--- src/text_console_char_writer_top_macros.svh ---
// assertion macros for the console writer top level
`ifndef TEXT_CONSOLE_CHAR_WRITER_TOP_MACROS_SVH
`define TEXT_CONSOLE_CHAR_WRITER_TOP_MACROS_SVH

// same-cycle implication
`define TCCW_ASSERT_NOW(lbl, ante, cons, msg) \
	lbl: assert property (@(posedge clk) disable iff (!arst_n) (ante) |-> (cons)) else $error(msg);

// next-cycle implication
`define TCCW_ASSERT_NEXT(lbl, ante, cons, msg) \
	lbl: assert property (@(posedge clk) disable iff (!arst_n) (ante) |=> (cons)) else $error(msg);

`endif

--- src/tccw_pkg.sv ---
// shared constants, codes and controller/datapath interface types for the console writer
package tccw_pkg;

	localparam int DEF_COLS = 80;
	localparam int DEF_ROWS = 25;
	localparam int TAB_STOP = 4;
	localparam int PAD_W    = 3;

	localparam logic [7:0] CH_TAB   = 8'h09;
	localparam logic [7:0] CH_LF    = 8'h0A;
	localparam logic [7:0] CH_CR    = 8'h0D;
	localparam logic [7:0] CH_SPACE = 8'h20;

	localparam logic [7:0] RESET_COLOR = 8'h07;
	localparam logic       RESET_OE    = 1'b1;

	localparam int CFG_IDX_W  = 8;
	localparam int CFG_DATA_W = 8;
	localparam logic [CFG_IDX_W-1:0] REG_OUTPUT_ENABLE = 8'd0;
	localparam logic [CFG_IDX_W-1:0] REG_BLANK_COLOR   = 8'd1;

	typedef enum logic [1:0] {
		ACT_PUT        = 2'd0,
		ACT_CLEAR      = 2'd1,
		ACT_SET_CURSOR = 2'd2,
		ACT_READ_CELL  = 2'd3
	} action_t;

	typedef enum logic [1:0] {
		RES_NONE      = 2'd0,
		RES_ECHO_IN   = 2'd1,
		RES_ECHO_BYTE = 2'd2,
		RES_CELL      = 2'd3
	} res_kind_t;

	typedef struct packed {
		logic      accept_put;
		logic      set_cursor;
		logic      put_step;
		logic      pad_dec;
		logic      sweep_copy;
		logic      sweep_clear;
		logic      home_cursor;
		logic      emit;
		res_kind_t kind;
		logic      last;
	} dp_cmd_t;

	typedef struct packed {
		logic is_tab;
		logic oe;
		logic scroll_need;
		logic pad_last;
		logic sweep_done;
	} dp_stat_t;

endpackage

--- src/tccw_ctrl.sv ---
// controller state machine for the console writer
module tccw_ctrl (
	input  logic               clk,
	input  logic               arst_n,
	input  logic               start,
	input  logic [1:0]         action,
	input  tccw_pkg::dp_stat_t stat,
	output logic               busy,
	output tccw_pkg::dp_cmd_t  cmd
);

	typedef enum logic [5:0] {
		ST_INIT   = 6'b000001,
		ST_IDLE   = 6'b000010,
		ST_PUT    = 6'b000100,
		ST_SCROLL = 6'b001000,
		ST_CLEAR  = 6'b010000,
		ST_READ   = 6'b100000
	} state_t;

	state_t state_q, state_d;

	always_ff @(posedge clk or negedge arst_n) begin
		if (!arst_n) begin
			state_q <= ST_INIT;
		end else begin
			state_q <= state_d;
		end
	end

	always_comb begin
		state_d = state_q;
		cmd     = '0;
		unique case (state_q)
			ST_INIT: begin
				// store blanking pass after reset
				if (stat.sweep_done) begin
					state_d = ST_IDLE;
				end
			end
			ST_IDLE: begin
				if (start) begin
					unique case (tccw_pkg::action_t'(action))
						tccw_pkg::ACT_PUT: begin
							if (!stat.oe) begin
								cmd.emit = 1'b1;
								cmd.kind = tccw_pkg::RES_NONE;
								cmd.last = 1'b1;
							end else begin
								cmd.accept_put = 1'b1;
								state_d        = ST_PUT;
								if (stat.is_tab) begin
									// the tab itself is echoed before the padding
									cmd.emit = 1'b1;
									cmd.kind = tccw_pkg::RES_ECHO_IN;
									cmd.last = 1'b0;
								end
							end
						end
						tccw_pkg::ACT_CLEAR: begin
							cmd.sweep_clear = 1'b1;
							cmd.home_cursor = 1'b1;
							state_d         = ST_CLEAR;
						end
						tccw_pkg::ACT_SET_CURSOR: begin
							cmd.set_cursor = 1'b1;
							cmd.emit       = 1'b1;
							cmd.kind       = tccw_pkg::RES_NONE;
							cmd.last       = 1'b1;
						end
						tccw_pkg::ACT_READ_CELL: begin
							state_d = ST_READ;
						end
					endcase
				end
			end
			ST_PUT: begin
				cmd.put_step = 1'b1;
				if (stat.scroll_need) begin
					cmd.sweep_copy = 1'b1;
					state_d        = ST_SCROLL;
				end else begin
					cmd.emit    = 1'b1;
					cmd.kind    = tccw_pkg::RES_ECHO_BYTE;
					cmd.last    = stat.pad_last;
					cmd.pad_dec = 1'b1;
					if (stat.pad_last) begin
						state_d = ST_IDLE;
					end
				end
			end
			ST_SCROLL: begin
				if (stat.sweep_done) begin
					cmd.emit    = 1'b1;
					cmd.kind    = tccw_pkg::RES_ECHO_BYTE;
					cmd.last    = stat.pad_last;
					cmd.pad_dec = 1'b1;
					state_d     = stat.pad_last ? ST_IDLE : ST_PUT;
				end
			end
			ST_CLEAR: begin
				if (stat.sweep_done) begin
					cmd.emit = 1'b1;
					cmd.kind = tccw_pkg::RES_NONE;
					cmd.last = 1'b1;
					state_d  = ST_IDLE;
				end
			end
			ST_READ: begin
				cmd.emit = 1'b1;
				cmd.kind = tccw_pkg::RES_CELL;
				cmd.last = 1'b1;
				state_d  = ST_IDLE;
			end
			default: begin
				state_d = ST_IDLE;
			end
		endcase
	end

	assign busy = (state_q != ST_IDLE);

endmodule

--- config.mk ---
export PLATFORM = sky130hd
export DESIGN_NAME = tccw_ctrl
export DESIGN_NICKNAME = d
export VERILOG_FILES = /design/src/text_console_char_writer_top_macros.svh /design/src/tccw_pkg.sv /design/src/tccw_ctrl.sv
export SDC_FILE = /design/constraint.sdc
export NUM_CORES = 1
export LEC_CHECK = 0
export ABC_AREA = 1
export BUFFER_PORTS_ARGS = -buffer_cell sky130_fd_sc_hd__buf_4
export CAP_MARGIN = 15
export CORE_MARGIN = 2
export CORE_UTILIZATION = 48
export DETAILED_ROUTE_END_ITERATION = 8
export GPL_TIMING_DRIVEN = 0
export MAX_ROUTING_LAYER = met4
export PLACE_DENSITY = 0.77
export RECOVER_POWER = 50
export SYNTH_ARGS = -nofsm -noshare
export SYNTH_HDL_FRONTEND = slang
export SYNTH_SLANG_ARGS = --single-unit
--- constraint.sdc ---
create_clock -name clk -period 1.4 [get_ports clk]
set_input_delay 0.07 -clock clk [delete_from_list [all_inputs] [get_ports clk]]
set_output_delay 0.07 -clock clk [all_outputs]
set_load 0.02 [all_outputs]
==> out/summary.json <==
{
  "power": {
    "power.total_mw": 1.487,
    "pwr_density_cell_nw_per_um2": 1559,
    "power.leakage_nw": 0.5046,
    "max-vdd-ir-drop_mv": 0.8345
  },
  "final_layout": {
    "share_of_final_layout_standard_cells_stronger_than_drive_strength_1": 0.3967,
    "syn_to_final_growth_pct": 44.05,
    "antenna_diode_count": 0,
    "finalInstanceArea_sq_um": 953.4,
    "layout_top_registers": "state_q (6)",
    "max_flop_register": "state_q",
    "finish.cell_count_without_fillers": 136,
    "layout.core_utilization": 0.7327,
    "fin_nets": 138,
    "largest_reg_flops": 6
  },
  "synthesis": {
    "synth.net_count": 109,
    "synth_edf_count": 0,
    "netlist_top_cells_area": "dfrtp_1, ha_1, inv_1",
    "synth_largest_type_area_fraction": 0.1890,
    "sequential_fraction_of_the_synthesis_area": 0.2287,
    "ys.warnings.count": 0,
    "yosys_register_bits": 6,
    "post_synth_top_cells": "inv_1, nand2_1, nor2_1, nand3_1, ha_1",
    "postSynthCellCount": 93,
    "synth_flop_cell": "dfrtp_1",
    "synth.distinct_cells": 25,
    "synth.most_common_cell": "inv_1",
    "syn_avg_cell_area_sq_um": 7.117,
    "synthDominantAreaCellType": "dfrtp_1",
    "async_reset_ff_frac": 1.000,
    "synthesis.area_sq_um": 661.9
  },
  "clock_tree": {
    "clock_slew_seen_by_the_registers_of_the_worst_setup_and_hold_paths_ns": 0.05,
    "worst_skew_pair.late_latency_ns": 0.25,
    "total_clock_buffers_created_by_cts": 3,
    "clockBufferDepth": 2,
    "clock_tree.htree_level_count": 1,
    "cts.sinks": 6,
    "clock_tree.root_cell": "clkbuf_4",
    "tritoncts": "done"
  },
  "worst_setup_path": {
    "critPathMaxFanout": 5,
    "crit-reg2reg-launch": "state_q[4]",
    "end_kind": "primary output",
    "arrival_ns": 1.52,
    "worst_r2r_path_depth": 7,
    "cp_cell_sequence": "nor2_4 -> nand3_4 -> nor2_4 -> nand4_1 -> nand4_1 -> buf_6",
    "timing.critical_path.from_type": "flop",
    "setup.worst_path.start": "state_q[4]",
    "timing.critical_path.slowest_cell_delay_ns": 0.40,
    "r2r-end": "state_q[2]",
    "cp_class": "flop to primary output",
    "worst_reg_to_reg_setup_slack_ns": -0.07,
    "worst_ep_required_ns": 1.33,
    "critical-path-slowest-cell": "dfrtp_1",
    "crit_path_end": "cmd[0]"
  },
  "place": {
    "placed_cell_area_sq_um": 854.6,
    "gp_congestion": 0.7400,
    "preCtsSetupSlack_ns": -0.03631,
    "port_buffers": 21,
    "place_hpwl_um": 1099,
    "placed_cell_count": 129
  },
  "routing": {
    "drt_iter0_markers": 9,
    "vias_per_cell": 4.897,
    "post-route-drc-count": 0,
    "wl_um": 1470,
    "met1Wirelength_um": 594,
    "route.top_layer_used": "met3",
    "wl_met3_um": 75,
    "wl_met2_um": 800,
    "antenna_left": 0,
    "detail_route.first_pass.iterations": 4,
    "detailroute.via_count": 666,
    "route.detailed.wl_per_inst_um": 10.81
  },
  "timing": {
    "fin_worst_hold_slack_ns": 0.03456,
    "timing.setup.tns_ns": -1.289,
    "worst-slew-pin-transition_ns": 0.3018,
    "rsz0062_at_grt": "yes",
    "maxSlewViolCount": 0,
    "finalSetupViolCount": 14,
    "worst_slew_margin_rel": 0.7988,
    "final.period_utilization": 1.136,
    "period_needed_ns": 1.591,
    "finalHoldViolCount": 0,
    "final.setup_skew_ns": 0.005611,
    "fmax_mhz": 628.5,
    "final.setup.worst_slack_ns": -0.1911
  },
  "die": {
    "die_w_um": 41.14,
    "initial_utilization": 0.5087,
    "io-pin-count": 22,
    "die_ar_sq_um": 1692,
    "design.core.area_sq_um": 1301,
    "rows": 13,
    "die-height_um": 41.14
  },
  "outcome": {
    "violated_checks": "negative setup slack",
    "run_status": "finished, violations left"
  },
  "global_route": {
    "grt_start_max_net_pins": 7,
    "grt_first_pass_wirelength_um": 2125,
    "antenna_found_initial": 0,
    "vias_in_the_first_global_route": 542,
    "grt_use_total": 0.1986,
    "grt-ovfl-total": 0
  },
  "min_path": {
    "worstHoldPathType": "primary input to flop"
  },
  "run": {
    "drv_cap": 0
  }
}
[cell type report]
type                       instances  area [sq um]
multi-input combinational         66         473.0
fill                             106         347.8
timing repair buffer              24         201.4
sequential                         6         151.4
inverter                          20         75.07
clock buffer                       4         26.28
tap                               15         18.77
buffer                             1         7.507
[power breakdown]
part | total (mW) | switching (mW) | internal (mW)
logic | 1.03 | 0.626 | 0.404
registers | 0.284 | 0.0628 | 0.221
clock network | 0.173 | 0.0647 | 0.108
[repair_timing]
item / CTS / global route
resized for setup: 5 / 7
buffers inserted: 2 / 0
hold endpoints to repair: 6 / 0
hold buffers: 1 / 0
pin swaps: 2 / 1
endpoints found under the setup margin: 10 / 17
[cells in the final DEF (no fill, tap or decap), types with 2 or more instances in the layout]
master,netlist,layout
o21ai_2,1,2
nor2_4,4,7
nor2_2,3,3
nand4_1,3,3
o21ai_0,3,3
a21oi_1,2,2
nand2_1,14,14
clkbuf_4,0,3
dfrtp_1,5,5
inv_2,2,2
inv_1,18,18
nand3_1,9,9
nand3_4,1,2
buf_6,0,6
clkbuf_1,0,2
ha_1,6,6
buf_4,1,17
nor2_1,11,8
[cell families (layout without fill, tap and decap cells)]
kind of cell / Yosys count / after routing / share of synthesized area
flops: 6 / 6 / 0.2287
fa+ha+maj: 6 / 6 / 0.1134
buf+inv: 21 / 49 / 0.1248
compound gates: 10 / 10 / 0.1040
simple gates: 50 / 50 / 0.4291
[critical path, delay by kind of cell (launching register included)]
kind,cells,cell delay (ns)
buf+inv,1,0.12
flops,1,0.40
simple gates,5,0.75
[how the worst min path moves through the flow]
stage               startpoint         end  cells past startpoint
floorplan               arst_n  state_q[1]                      0
global placement        arst_n  state_q[4]                      1
detailed placement      arst_n  state_q[4]                      1
CTS                    stat[0]  state_q[3]                      2
global route           stat[0]  state_q[3]                      2
finish                 stat[0]  state_q[3]                      2
[layer usage]
layer,vias up,GRT usage
li1,347,-
met1,302,0.2280
met2,17,0.3438
met3,0,0.06522
met4,0,0.02419
met5,-,-
Note: power is estimated with default switching activity, not from simulation.
